## config.mk

```make
export PLATFORM = sky130hd
export DESIGN_NAME = filename_utf8_validator_unit
export DESIGN_NICKNAME = d
export VERILOG_FILES = /design/src/rtl/fuv_pkg.sv /design/src/rtl/fuv_csr.sv /design/src/rtl/fuv_checker.sv /design/src/rtl/filename_utf8_validator_unit.sv
export VERILOG_INCLUDE_DIRS = /design/src /design/src/rtl
export SDC_FILE = /design/constraint.sdc
export NUM_CORES = 1
export LEC_CHECK = 0
export ABC_CLOCK_PERIOD_IN_PS = 5000
export BUFFER_PORTS_ARGS = -buffer_cell sky130_fd_sc_hd__buf_2
export CORE_UTILIZATION = 50
export CTS_BUF_LIST = sky130_fd_sc_hd__clkbuf_8
export CTS_CLUSTER_DIAMETER = 50
export DETAILED_ROUTE_END_ITERATION = 6
export GPL_TIMING_DRIVEN = 0
export PLACE_DENSITY = 0.82
export RECOVER_POWER = 100
export SLEW_MARGIN = 20
export SYNTH_ARGS = -nofsm -noshare
export SYNTH_HDL_FRONTEND = slang
export SYNTH_SLANG_ARGS = --single-unit
export TNS_END_PERCENT = 1
```

## constraint.sdc

```tcl
create_clock -name clock -period 5 [get_ports clock]
set_clock_uncertainty 0.05 [all_clocks]
set_input_delay 0.5 -clock clock [delete_from_list [all_inputs] [get_ports clock]]
set_output_delay 0.5 -clock clock [all_outputs]
set_load 0.005 [all_outputs]
```

## src/rtl/filename_utf8_validator_unit_defines.svh

```systemverilog
// Assertion macros shared by the file name validator RTL.
`ifndef FILENAME_UTF8_VALIDATOR_UNIT_DEFINES_SVH
`define FILENAME_UTF8_VALIDATOR_UNIT_DEFINES_SVH

`ifndef ASSERT_OFF
// Check prop at every rising edge of clk, masked while rst is high.
`define FUV_ASSERT_RST(label, clk, rst, prop, msg) \
   label: assert property (@(posedge clk) disable iff (rst) prop) else $error(msg);
// Check prop at every rising edge of clk, reset cycles included.
`define FUV_ASSERT_ALWAYS(label, clk, prop, msg) \
   label: assert property (@(posedge clk) prop) else $error(msg);
`else
`define FUV_ASSERT_RST(label, clk, rst, prop, msg)
`define FUV_ASSERT_ALWAYS(label, clk, prop, msg)
`endif

`endif

```

## src/rtl/fuv_pkg.sv

```systemverilog
// Types, constants and helpers of the file name validator.
package fuv_pkg;

   localparam int unsigned COUNT_WIDTH = 11;
   localparam int unsigned MAXLEN_WIDTH = 10;
   localparam int unsigned CP_WIDTH = 21;
   localparam int unsigned CSR_ADDR_WIDTH = 3;
   localparam int unsigned CSR_DATA_WIDTH = 32;

   localparam logic [COUNT_WIDTH-1:0] COUNT_MAX = '1;
   localparam logic [MAXLEN_WIDTH-1:0] MAX_LENGTH_RESET = 10'd255;

   // Register index codes, taken from paddr above the byte offset
   localparam logic REG_MAX_LENGTH = 1'b0;

   // Byte codes with meaning to the name rules
   localparam logic [7:0] BYTE_CTRL_LAST = 8'h1f;
   localparam logic [7:0] BYTE_SPACE     = 8'h20;
   localparam logic [7:0] BYTE_DOT       = 8'h2e;
   localparam logic [7:0] BYTE_SLASH     = 8'h2f;
   localparam logic [7:0] BYTE_COLON     = 8'h3a;
   localparam logic [7:0] BYTE_BACKSLASH = 8'h5c;
   localparam logic [7:0] BYTE_DEL       = 8'h7f;
   localparam logic [7:0] LEAD2_LOW      = 8'hc2;
   localparam logic [7:0] LEAD2_HIGH     = 8'hdf;
   localparam logic [7:0] LEAD3_LOW      = 8'he0;
   localparam logic [7:0] LEAD3_HIGH     = 8'hef;
   localparam logic [7:0] LEAD4_LOW      = 8'hf0;
   localparam logic [7:0] LEAD4_HIGH     = 8'hf4;

   localparam logic [1:0] CLASS_NONE  = 2'd0;
   localparam logic [1:0] CLASS_TWO   = 2'd1;
   localparam logic [1:0] CLASS_THREE = 2'd2;
   localparam logic [1:0] CLASS_FOUR  = 2'd3;

   localparam logic [CP_WIDTH-1:0] CP_MAX        = 21'h10ffff;
   localparam logic [CP_WIDTH-1:0] CP_SURR_LOW   = 21'h00d800;
   localparam logic [CP_WIDTH-1:0] CP_SURR_HIGH  = 21'h00dfff;

   typedef struct packed {
      logic [7:0] name_byte;
      logic       last_byte;
      logic       empty_name;
   } item_type;

   typedef struct packed {
      logic done;        // item closes a name
      logic name_valid;
   } verdict_type;

   // Smallest code point that a sequence of this class may encode
   function automatic logic [CP_WIDTH-1:0] class_minimum(input logic [1:0] cls);
      logic [CP_WIDTH-1:0] result;
      case (cls)
         CLASS_TWO:   result = 21'h000080;
         CLASS_THREE: result = 21'h000800;
         default:     result = 21'h010000;
      endcase
      return result;
   endfunction

endpackage

```

## src/rtl/fuv_csr.sv

```systemverilog
// Configuration register block of the file name validator.
module fuv_csr (
   input  logic                                 clock,
   input  logic                                 reset,
   input  logic                                 csr_psel,
   input  logic                                 csr_penable,
   input  logic                                 csr_pwrite,
   input  logic [fuv_pkg::CSR_ADDR_WIDTH-1:0]   csr_paddr,
   input  logic [fuv_pkg::CSR_DATA_WIDTH-1:0]   csr_pwdata,
   output logic [fuv_pkg::CSR_DATA_WIDTH-1:0]   csr_prdata,
   output logic                                 csr_pready,
   output logic [fuv_pkg::MAXLEN_WIDTH-1:0]     max_length
);
   import fuv_pkg::*;

   logic [MAXLEN_WIDTH-1:0] max_length_ff;
   logic [MAXLEN_WIDTH-1:0] max_length_in;
   logic                    reg_index;
   logic                    write_en;

   assign reg_index = csr_paddr[CSR_ADDR_WIDTH-1];
   assign write_en  = csr_psel && csr_penable && csr_pwrite;

   always_comb begin
      max_length_in = max_length_ff;
      if (write_en && reg_index == REG_MAX_LENGTH) begin
         max_length_in = csr_pwdata[MAXLEN_WIDTH-1:0];
      end
   end

   always_comb begin
      unique case (reg_index)
         REG_MAX_LENGTH: csr_prdata = {{(CSR_DATA_WIDTH-MAXLEN_WIDTH){1'b0}}, max_length_ff};
         default:        csr_prdata = '0;
      endcase
   end

   always_ff @(posedge clock) begin
      if (reset) begin
         max_length_ff <= MAX_LENGTH_RESET;
      end else begin
         max_length_ff <= max_length_in;
      end
   end

   assign csr_pready = 1'b1;
   assign max_length = max_length_ff;

endmodule

```

## src/rtl/fuv_checker.sv

```systemverilog
// Per-name running state: UTF-8 decode, byte rules, length count, verdict.
`include "filename_utf8_validator_unit_defines.svh"

module fuv_checker (
   input  logic                             clock,
   input  logic                             reset,
   input  logic                             step,
   input  fuv_pkg::item_type                item,
   input  logic [fuv_pkg::MAXLEN_WIDTH-1:0] max_length,
   output fuv_pkg::verdict_type             verdict
);
   import fuv_pkg::*;

   logic [COUNT_WIDTH-1:0] count_ff, count_in;
   logic [1:0]             pending_ff, pending_in;
   logic [CP_WIDTH-1:0]    partial_ff, partial_in;
   logic [1:0]             class_ff, class_in;
   logic                   error_ff, error_in;
   logic [7:0]             b;
   logic                   bad_char;
   logic                   cp_bad;
   logic [CP_WIDTH-1:0]    cp_next;

   assign b = item.name_byte;
   assign bad_char = (b <= BYTE_CTRL_LAST) || (b == BYTE_DEL) || (b == BYTE_SLASH)
                  || (b == BYTE_BACKSLASH) || (b == BYTE_COLON);
   assign cp_next = {partial_ff[CP_WIDTH-7:0], b[5:0]};
   assign cp_bad  = (cp_next < class_minimum(class_ff)) || (cp_next > CP_MAX)
                 || ((cp_next >= CP_SURR_LOW) && (cp_next <= CP_SURR_HIGH));

   always_comb begin
      count_in   = count_ff;
      pending_in = pending_ff;
      partial_in = partial_ff;
      class_in   = class_ff;
      error_in   = error_ff;
      verdict.done       = item.empty_name || item.last_byte;
      verdict.name_valid = 1'b0;

      if (item.empty_name) begin
         count_in   = '0;
         pending_in = '0;
         partial_in = '0;
         class_in   = CLASS_NONE;
         error_in   = 1'b0;
      end else begin
         if (count_ff == '0 && b == BYTE_SPACE) begin
            error_in = 1'b1;
         end
         if (count_ff != COUNT_MAX) begin
            count_in = count_ff + 1'b1;
         end
         if (bad_char) begin
            error_in = 1'b1;
         end

         if (pending_ff != 2'd0) begin
            if (b[7:6] != 2'b10) begin
               // broken sequence: restart decoding at the next byte
               error_in   = 1'b1;
               pending_in = '0;
               partial_in = '0;
               class_in   = CLASS_NONE;
            end else begin
               partial_in = cp_next;
               pending_in = pending_ff - 2'd1;
               if (pending_ff == 2'd1) begin
                  if (cp_bad) begin
                     error_in = 1'b1;
                  end
                  partial_in = '0;
                  class_in   = CLASS_NONE;
               end
            end
         end else if (b[7]) begin
            if (b >= LEAD2_LOW && b <= LEAD2_HIGH) begin
               partial_in = {{(CP_WIDTH-5){1'b0}}, b[4:0]};
               pending_in = 2'd1;
               class_in   = CLASS_TWO;
            end else if (b >= LEAD3_LOW && b <= LEAD3_HIGH) begin
               partial_in = {{(CP_WIDTH-4){1'b0}}, b[3:0]};
               pending_in = 2'd2;
               class_in   = CLASS_THREE;
            end else if (b >= LEAD4_LOW && b <= LEAD4_HIGH) begin
               partial_in = {{(CP_WIDTH-3){1'b0}}, b[2:0]};
               pending_in = 2'd3;
               class_in   = CLASS_FOUR;
            end else begin
               error_in = 1'b1;
            end
         end

         if (item.last_byte) begin
            if (b == BYTE_SPACE || b == BYTE_DOT || pending_in != 2'd0
                  || count_in > {1'b0, max_length}) begin
               error_in = 1'b1;
            end
            verdict.name_valid = !error_in;
            count_in   = '0;
            pending_in = '0;
            partial_in = '0;
            class_in   = CLASS_NONE;
            error_in   = 1'b0;
         end
      end
   end

   always_ff @(posedge clock) begin
      if (reset) begin
         count_ff   <= '0;
         pending_ff <= '0;
         partial_ff <= '0;
         class_ff   <= CLASS_NONE;
         error_ff   <= 1'b0;
      end else if (step) begin
         count_ff   <= count_in;
         pending_ff <= pending_in;
         partial_ff <= partial_in;
         class_ff   <= class_in;
         error_ff   <= error_in;
      end
   end

   `FUV_ASSERT_RST(a_pending_within_class, clock, reset,
      (pending_ff <= class_ff), "more continuation bytes pending than the sequence holds")
   `FUV_ASSERT_RST(a_clear_after_verdict, clock, reset,
      (step && verdict.done) |=> (count_ff == '0 && pending_ff == '0 && !error_ff),
      "name state not cleared after a verdict")
   `FUV_ASSERT_RST(a_idle_class_partial, clock, reset,
      (class_ff == CLASS_NONE) |-> (partial_ff == '0),
      "code point bits held outside a sequence")

endmodule

```

## src/rtl/filename_utf8_validator_unit.sv

```systemverilog
// File name validator: takes one name byte per cycle while no verdict waits on a
// busy result register, and gives one verdict per name. A request is accepted every
// cycle while the result register is free or being drained; the last byte (or an
// empty-name marker) is held in the input register, and its verdict is registered
// when it advances. fuv_checker updates its per-name state as each byte advances. A
// request that does not end a name produces no response. max_length (CSR at
// byte address 0, reset 255) is read when a name's last byte is judged and is
// to be written only while no name is in flight. No clearing pass after reset.
`include "filename_utf8_validator_unit_defines.svh"

module filename_utf8_validator_unit (
   input  logic                                 clock,
   input  logic                                 reset,
   input  logic                                 req_valid,
   output logic                                 req_ready,
   input  logic [7:0]                           req_name_byte,
   input  logic                                 req_last_byte,
   input  logic                                 req_empty_name,
   output logic                                 rsp_valid,
   input  logic                                 rsp_ready,
   output logic                                 rsp_name_valid,
   input  logic                                 csr_psel,
   input  logic                                 csr_penable,
   input  logic                                 csr_pwrite,
   input  logic [fuv_pkg::CSR_ADDR_WIDTH-1:0]   csr_paddr,
   input  logic [fuv_pkg::CSR_DATA_WIDTH-1:0]   csr_pwdata,
   output logic [fuv_pkg::CSR_DATA_WIDTH-1:0]   csr_prdata,
   output logic                                 csr_pready
);
   import fuv_pkg::*;

   logic [MAXLEN_WIDTH-1:0] max_length;
   item_type                in_item_ff, in_item_in;
   logic                    in_valid_ff, in_valid_in;
   logic                    rsp_valid_ff, rsp_valid_in;
   logic                    rsp_name_valid_ff, rsp_name_valid_in;
   verdict_type             verdict;
   logic                    proceed;
   logic                    req_take;

   fuv_csr u_csr (
      .clock       (clock),
      .reset       (reset),
      .csr_psel    (csr_psel),
      .csr_penable (csr_penable),
      .csr_pwrite  (csr_pwrite),
      .csr_paddr   (csr_paddr),
      .csr_pwdata  (csr_pwdata),
      .csr_prdata  (csr_prdata),
      .csr_pready  (csr_pready),
      .max_length  (max_length)
   );

   fuv_checker u_checker (
      .clock      (clock),
      .reset      (reset),
      .step       (proceed),
      .item       (in_item_ff),
      .max_length (max_length),
      .verdict    (verdict)
   );

   // advance the held request unless it closes a name and the result slot is busy
   assign proceed   = in_valid_ff && (!verdict.done || !rsp_valid_ff || rsp_ready);
   assign req_ready = !in_valid_ff || proceed;
   assign req_take  = req_valid && req_ready;

   always_comb begin
      in_valid_in = in_valid_ff;
      in_item_in  = in_item_ff;
      if (req_take) begin
         in_valid_in = 1'b1;
         in_item_in  = '{name_byte: req_name_byte, last_byte: req_last_byte,
                         empty_name: req_empty_name};
      end else if (proceed) begin
         in_valid_in = 1'b0;
      end

      rsp_valid_in      = rsp_valid_ff;
      rsp_name_valid_in = rsp_name_valid_ff;
      if (proceed && verdict.done) begin
         rsp_valid_in      = 1'b1;
         rsp_name_valid_in = verdict.name_valid;
      end else if (rsp_ready) begin
         rsp_valid_in = 1'b0;
      end
   end

   always_ff @(posedge clock) begin
      if (reset) begin
         in_valid_ff  <= 1'b0;
         rsp_valid_ff <= 1'b0;
      end else begin
         in_valid_ff  <= in_valid_in;
         rsp_valid_ff <= rsp_valid_in;
      end
      in_item_ff        <= in_item_in;
      rsp_name_valid_ff <= rsp_name_valid_in;
   end

   assign rsp_valid      = rsp_valid_ff;
   assign rsp_name_valid = rsp_name_valid_ff;

   `FUV_ASSERT_RST(a_stalled_item_holds, clock, reset,
      (in_valid_ff && !proceed) |=> (in_valid_ff && $stable(in_item_ff)),
      "stalled request lost or changed in the input register")
   `FUV_ASSERT_RST(a_full_take_moves, clock, reset,
      (req_take && in_valid_ff) |-> proceed,
      "request accepted over an input register that does not advance")
   `FUV_ASSERT_RST(a_result_slot_free, clock, reset,
      (proceed && verdict.done) |-> (!rsp_valid_ff || rsp_ready),
      "verdict written over a response not yet taken")

endmodule

```

# Yosys cells after proc, flatten, opt, wreduce, memory -nomap -nowiden
# Index checks and enable logic that the tools add are counted.
# word_totals
register_bits	54
elab_cells	130
# op_classes
muxes	52
eq_ne	12
n_lt_le_gt_ge	12
bitwise_logic	2
n_addsub	2
n_reduce_logical	38
# ops
operator	n
two-way mux 15 bit	9
two-way mux 11 bit	4
two-way mux 2 bit	18
one-hot mux 17 bit (2 select lines)	1
equality test 8 x 6 -> 1 bit, second input constant	4
>= comparator 8 bit, second input constant	3
less-or-equal comparator 8 bit, second input constant	3
>= comparator 21 x 16 -> 1 bit, second input constant	1
> comparator 21 bit, second input constant	1
less-or-equal comparator 21 x 16 -> 1 bit, second input constant	1
< comparator 21 x 17 -> 1 bit	1
two-way mux 1 bit	19
equality test 8 x 7 -> 1 bit, second input constant	2
logical OR 1 bit	13
adder 11 x 1 -> 11 bit, second input constant	1
> comparator 11 x 10 -> 1 bit	1
logical AND 1 bit	11
zero test 11 bit	1
inequality test 11 bit, second input constant	1
two-way mux 10 bit	1
less-or-equal comparator 8 x 5 -> 1 bit, second input constant	1
nonzero test 2 bit	4
nonzero test 6 bit	1
inequality test 5 bit, second input constant	1
other kinds (10)	15

# Depth between registers and ports, before layout
# Gate-level depths: netlist of run 1.
# depth
word_depth	15
mapped_depth	12

# Hierarchy
# A second synthesis of run 1 with hierarchy kept.
# hier_totals
hier_cells	392
hier_area_um2	3241.9
# modules_own_cells
mod	n_inst	cells_each	area_per_inst_um2
fuv_checker	1	289	2147.1
fuv_csr	1	80	660.6
filename_utf8_validator_unit	1	23	434.2

# Worst setup path after synthesis of run 1
# OpenSTA, ideal clock, no wires.
# synth_path
path_kind	register to register
start	register u_checker.count_ff[0]
end	register rsp_name_valid_ff, in the netlist rsp_name_valid (data pin)
t_arrival_ps	2449
path_stages_with_launch	13
slack_ps	2325
t_required_ps	4774
setup_time_ps	176
path_buffers	1
path_cell_list	dfxtp_1 -> ha_1 -> and3_1 -> and4_4 -> buf_6 -> or3_4 -> xnor2_1 -> ha_1 -> nand4_1 -> a21oi_1 -> nor4_1 -> o31ai_1 -> nor4_1
# synth_via
elab_chain_len	13
# synth_lines
element	line	rtl
start: declaration	fuv_checker.sv:14	logic [COUNT_WIDTH-1:0] count_ff, count_in;
start signal: assignment	fuv_checker.sv:116	count_ff <= count_in;
branches (longest 9 deep; another with adder 11 x 1 -> 11 bit)	-	
two-way mux 1 bit (*)	fuv_checker.sv:94	if (b == BYTE_SPACE || b == BYTE_DOT || pending_in != 2'd0
two-way mux 1 bit (*)	fuv_checker.sv:93	if (item.last_byte) begin
two-way mux 1 bit (*)	fuv_checker.sv:40	if (item.empty_name) begin
zero test 1 bit (*)	fuv_checker.sv:98	verdict.name_valid = !error_in;
end signal: assignment	filename_utf8_validator_unit.sv:98	rsp_name_valid_ff <= rsp_name_valid_in;
end: declaration	filename_utf8_validator_unit.sv:36	logic rsp_name_valid_ff, rsp_name_valid_in;
# Mark *: on every way between the ends. The select of a mux whose other input is x is not followed.
# A chain may end at the register's enable or synchronous reset.

# Final worst setup path of run 1
# Same ends and word-level chain as after synthesis.

==> metrics, run 1 <==
number of buffers created by CTS=5; Root Driver=clkbuf_8; first-pass GRT wire length=11.2 mm; largest net degree at the start of global routing=17; Startpoint Class=flip-flop; Final ANT Viol Nets=0; highest cell delay on the worst timing path=roughly 430 ps; # DRC=0; register area=1190 sq um; relative slew slack=0.386; multi-input logic area=1740 sq um; CP top delay family=simple AND/OR/NAND/NOR gates; Port-buffer cells=40; CTS Hold Buffers Added=0; Cell variety after synth=62; maximum fanout along the worst path=7; CP Buf/Inv Count=1; Synth Register Bits=54; number of global-route vias before repair=approximately 2,500; WL final=around 7 mm; First-pass DRT Iterations=6; status=complete, no violations; Top FF cell, synth=dfxtp_1; RSZ-0062 raised after global routing=false; die area=between 6000 and 7000 sq um; CP Class=reg -> reg; Async SR Flop Fraction=0; Post-Syn Area=3250 sq um; number of max-cap violations=0; setup ws final=1820 ps; Total GRT Usage=0.215; initial DRC count=199; cts repair resizes=0; sequential fraction of the synthesis area=0.366; Synth Instances=380; DIE WIDTH=roughly 83 um; Slew Limit Fails=0; clk_lat worst skew=310 ps; postcts setup bufs=0; TritonCTS clock tree=yes; # IOs=88; initial antenna violation count=0; RePlAce Congestion=0.867; # setup viols final=0; leakage power=1.62 nW; Initial Util=0.515; Data arrival, critical path=3240 ps; HPWL Detailed=5.41 mm; area leader, netlist=dfxtp_1; Synth top area share=0.265; clock sinks=54; Worst Tran Pin Value=910 ps; FILL cells=574; synth-to-layout area growth=13.9%; synth top area cells=dfxtp_1 (26%), edfxtp_1 (10%), ha_1 (6.9%), buf_4 (5.8%), nand2_1 (5.3%); min-delay worst type=in -> reg; Setup crit end kind=flip-flop; nets=518; setup TNS=0 ps; Vias=2,913; layout cells sized above 1=0.180; chip height=82.7 um; Crit-path slowest cell=or3_1; H-Tree Depth=2; FMAX=314 MHz; ANT cells=0; YS warnings=0; Period Utilization, post-route=0.636; post-synthesis area per instance=8.56 sq um; Post-synth EDFFs=11; CP Data Required Time=approximately 5100 ps; CP Cell Sequence=ha_1 -> and3_1 -> and4_4 -> clkbuf_1 -> or3_1 -> xnor2_1 -> ha_1 -> nand4_1 -> a21oi_1 -> nor4_1 -> o31ai_1 -> nor4_1; Max VDD drop=~0.00020 V; pre-CTS WS=~2000 ps; Reg clk slew, reported paths=90 ps; Pwr per Cell Area=about 250 nW/um^2; Max clock buf depth=2; Final Hold Fails=0; Routed wire per std cell=about 14 um; total grt overflow=0; Vias/cell=5.54; # rows=29; min Tclk post-route=3180 ps; Core Region=6310 sq um
-- stage by stage --
stage | power, mW | cells | instance area [sq um] | hold slack [ps] | util
6_report | 0.917 | 526 | 3700 | 310 | 0.587
5_1_grt | 0.954 | 526 | 3700 | 299 | 0.587
4_1_cts | 0.926 | 526 | 3770 | 303 | 0.597
3_5_place_dp | 0.574 | 518 | 3630 | 402 | 0.575
3_3_place_gp | 0.571 | 518 | 3630 | 392 | 0.575
2_1_floorplan | 0.541 | 401 | 3330 | 386 | -
-- cells in the mapped netlist (9+ instances only) --
library cell and number:
a21oi_1 31, nand3_1 15, inv_1 20, nand4_1 9, clkbuf_1 11, o21ai_0 10
buf_4 25, nor2_1 25, nand2_1 46, edfxtp_1 11, dfxtp_1 43, ha_1 18
-- cell families after synthesis --
family,share of synthesized area
and+or+nand+nor,0.236
buffers and inverters,0.111
muxes,0.00962
DFF,0.366
AOI/OAI and AO/OA,0.184
xor gates and xnor gates,0.0215
adders and majority gates,0.0692
other,0.00231
-- layout make-up --
type,instances,area share
Buffer,44,0.0719
Inverter,21,0.0213
Multi-Input combinational cell,282,0.469
Clock inverter,2,0.0162
Tap cell,77,0.0260
Sequential cell,54,0.322
Clock buffer,6,0.0223
Timing Repair Buffer,40,0.0513
-- where the power goes --
| part | internal (mW) | switching (mW) |
|---|---|---|
| combinational | 0.0420 | 0.0580 |
| clock | 0.213 | 0.142 |
| sequential | 0.455 | 0.00649 |
-- state kept, by name (all words and copies together) (netlist names), 2 cells and up --
name                  cells
u_checker.partial_ff     15
u_checker.class_ff        2
in_item_ff               10
u_csr.max_length         10
u_checker.count_ff       11
u_checker.pending_ff      2
-- worst register-to-register path, delay by kind of cell, from the launching register on --
family	cells	cell delay, ps
compound gates	2	200
xor+xnor	1	150
fa+ha+maj	2	540
buf+inv	1	180
flops	1	350
simple gates	6	1510
-- metal layers --
| metal | global-route usage | wire [um] |
|---|---|---|
| met1 | 0.279 | 3210 |
| met5 | 0 | 0 |
| met4 | 0.0741 | 125 |
| met3 | 0.0440 | 484 |
| met2 | 0.352 | 3370 |
-- cells in the final DEF (no fill, tap or decap), types with 7 or more instances in the layout --
master    netlist  layout
edfxtp_1       11      11
inv_1          20      20
nor4_1          6       7
buf_2           5      31
dfxtp_1        43      43
buf_4          25      24
o21ai_0        10      10
ha_1           18      18
a21oi_1        31      31
nor3_1          8       8
o211ai_1        8       8
nand3_1        15      15
conb_1          2      23
nor2_1         25      25
a21o_1          7       7
nand4_1         9       9
nand2_1        46      46
clkbuf_1       11      24
-- path summary, 6_finish.rpt --
check / slack, ps / to / depth (start not counted) / from
min: 310 / in_item_ff[0] / 1 / req_empty_name
max reg2reg: 1820 / rsp_name_valid / 12 / u_checker.count_ff[0]
min reg2reg: 410 / u_csr.max_length[9] / 2 / u_csr.max_length[9]
max: 1820 / rsp_name_valid / 12 / u_checker.count_ff[0]
Power figures use the tool's default switching activity.
==> run 2, diff against run 1 <==
--- a/config.mk
+++ b/config.mk
@@ -6,7 +6,7 @@
 export SDC_FILE = /design/constraint.sdc
 export NUM_CORES = 1
 export LEC_CHECK = 0
-export ABC_CLOCK_PERIOD_IN_PS = 5000
+export ABC_CLOCK_PERIOD_IN_PS = 3000
 export BUFFER_PORTS_ARGS = -buffer_cell sky130_fd_sc_hd__buf_2
 export CORE_UTILIZATION = 50
 export CTS_BUF_LIST = sky130_fd_sc_hd__clkbuf_8
==> constraint.sdc (replaced) <==
create_clock -name clock -period 3 [get_ports clock]
set_clock_uncertainty 0.05 [all_clocks]
set_input_delay 0.3 -clock clock [delete_from_list [all_inputs] [get_ports clock]]
set_output_delay 0.3 -clock clock [all_outputs]
set_load 0.005 [all_outputs]
==> metrics, run 2 (synthesized netlist as in run 1, its figures left out) <==
Period Utilization, post-route=0.957; Vias=2,935; die area=6830 sq um; min Tclk post-route=approximately 2900 ps; Core Region=6310 sq um; number of max-cap violations=0; First-pass DRT Iterations=6; CP Buf/Inv Count=0; CP top delay family=simple AND/OR/NAND/NOR gates; Routed wire per std cell=between 10 and 15 um; pre-CTS WS=-22.9 ps; Reg clk slew, reported paths=100 ps; initial DRC count=169; Total GRT Usage=0.216; # IOs=just under 90; Slew Limit Fails=0; CTS Hold Buffers Added=0; Pwr per Cell Area=a little over 400 nW/um^2; setup ws final=between 100 and 150 ps; number of global-route vias before repair=2,486; # DRC=0; Initial Util=0.515; maximum fanout along the worst path=7; Top reg by flops=u_checker.partial_ff; H-Tree Depth=2; commonest non-fill, non-tap cells in the layout=nand2_1 (46), dfxtp_1 (41), buf_2 (31); first-pass GRT wire length=11.3 mm; Setup crit end kind=flip-flop; commonest non-fill, non-tap cell in the layout=nand2_1; ANT cells=0; largest net degree at the start of global routing=17; Worst Tran Pin Value=about 950 ps; initial antenna violation count=0; max reg flops=15; status=complete, no violations; total grt overflow=0; leading registers by flop count=u_checker.partial_ff x15, u_checker.count_ff x11; CP Cell Sequence=ha_4 -> and3_4 -> and4_4 -> or3_4 -> xnor2_2 -> ha_1 -> nand2_1 -> o21ai_0 -> nor4_4 -> o31ai_2 -> nor4_2; DIE WIDTH=82.7 um; # rows=29; highest cell delay on the worst timing path=between 400 and 500 ps; WL final=7.60 mm; Util after Layout=0.605; Max VDD drop=0.000332 V; Root Driver=clkbuf_8; Final ANT Viol Nets=0; synth-to-layout area growth=17.5%; clk_lat worst skew=between 300 and 400 ps; nets=520; # setup viols final=0; layout cells sized above 1=0.222; relative slew slack=0.360; FMAX=roughly 350 MHz; Port-buffer cells=40; min-delay worst type=in -> reg; area post-placement=3630 sq um; chip height=82.7 um; CP Class=reg -> reg; Vias/cell=5.56; Crit-path slowest cell=or3_4; TritonCTS clock tree=yes; Final Hold Fails=0; FILL cells=554; Max clock buf depth=2; Data arrival, critical path=2880 ps; cell area after layout=3820 sq um; Startpoint Class=flip-flop; number of buffers created by CTS=5; leakage power=~1.7 nW; Reg2Reg Setup Slack=130 ps; HPWL Detailed=5.41 mm; clock sinks=54; RePlAce Congestion=a little under 0.9; CP Data Required Time=between 3000 and 4000 ps
[run 2: timing repair]
action / 4_1_cts / 5_1_grt
cloned: 0 / 0
pin swaps: 4 / 7
setup buffers: 3 / 0
resized for setup: 3 / 14
endpoints found under the setup margin: 1 / 1
[run 2: report_power, final]
| part | internal [mW] | switching (mW) |
|---|---|---|
| Clock | 0.356 | 0.243 |
| Combinational | 0.0726 | 0.100 |
| Sequential | 0.758 | 0.0112 |
| Total | 1.19 | 0.355 |
[run 2: worst paths after layout]
path / cells past startpoint / end / start
worst max-delay path: 11 / rsp_name_valid / u_checker.count_ff[0]
worst min-delay path: 1 / in_item_ff[0] / req_empty_name
worst max register to register: 11 / rsp_name_valid / u_checker.count_ff[0]
worst min register to register: 2 / u_csr.max_length[9] / u_csr.max_length[9]
[run 2: layout make-up]
type | instances | area (sq um) | share of cell area
multi-input cells | 282 | 1830 | 0.479
flip-flops and latches | 54 | 1190 | 0.312
plain buffers | 43 | 269 | 0.0704
repair buffers | 43 | 213 | 0.0556
well taps | 77 | 96.3 | 0.0252
clock buffers | 6 | 82.6 | 0.0216
inverters | 21 | 78.8 | 0.0206
clock inverters | 2 | 60.1 | 0.0157
[run 2: worst reg2reg max path, cell delays in order (launching register included)]
cell	delay [ps]
dfxtp_2	350
ha_4	160
and3_4	180
and4_4	220
or3_4	410
xnor2_2	150
ha_1	300
nand2_1	50
o21ai_0	320
nor4_4	70
o31ai_2	290
nor4_2	90
[run 2: metal layers]
layer	wire, um	track usage	vias to the layer above
met4	139	0.0724	0
met5	0	0	-
met1	3270	0.279	1353
met3	491	0.0429	13
met2	3690	0.357	124
li1	-	-	1445
[run 2: metrics by stage]
| stage | TNS, ps | power, mW | instances | hold WS (ps) |
|---|---|---|---|---|
| after global routing | -9.99 | 1.60 | 528 | 98.8 |
| after floorplan | 0 | 0.902 | 401 | 349 |
| after CTS | 0 | 1.54 | 529 | 103 |
| after detailed placement | -22.9 | 0.957 | 518 | 402 |
| after global placement | -10.7 | 0.952 | 518 | 392 |
| final | 0 | 1.54 | 528 | 112 |
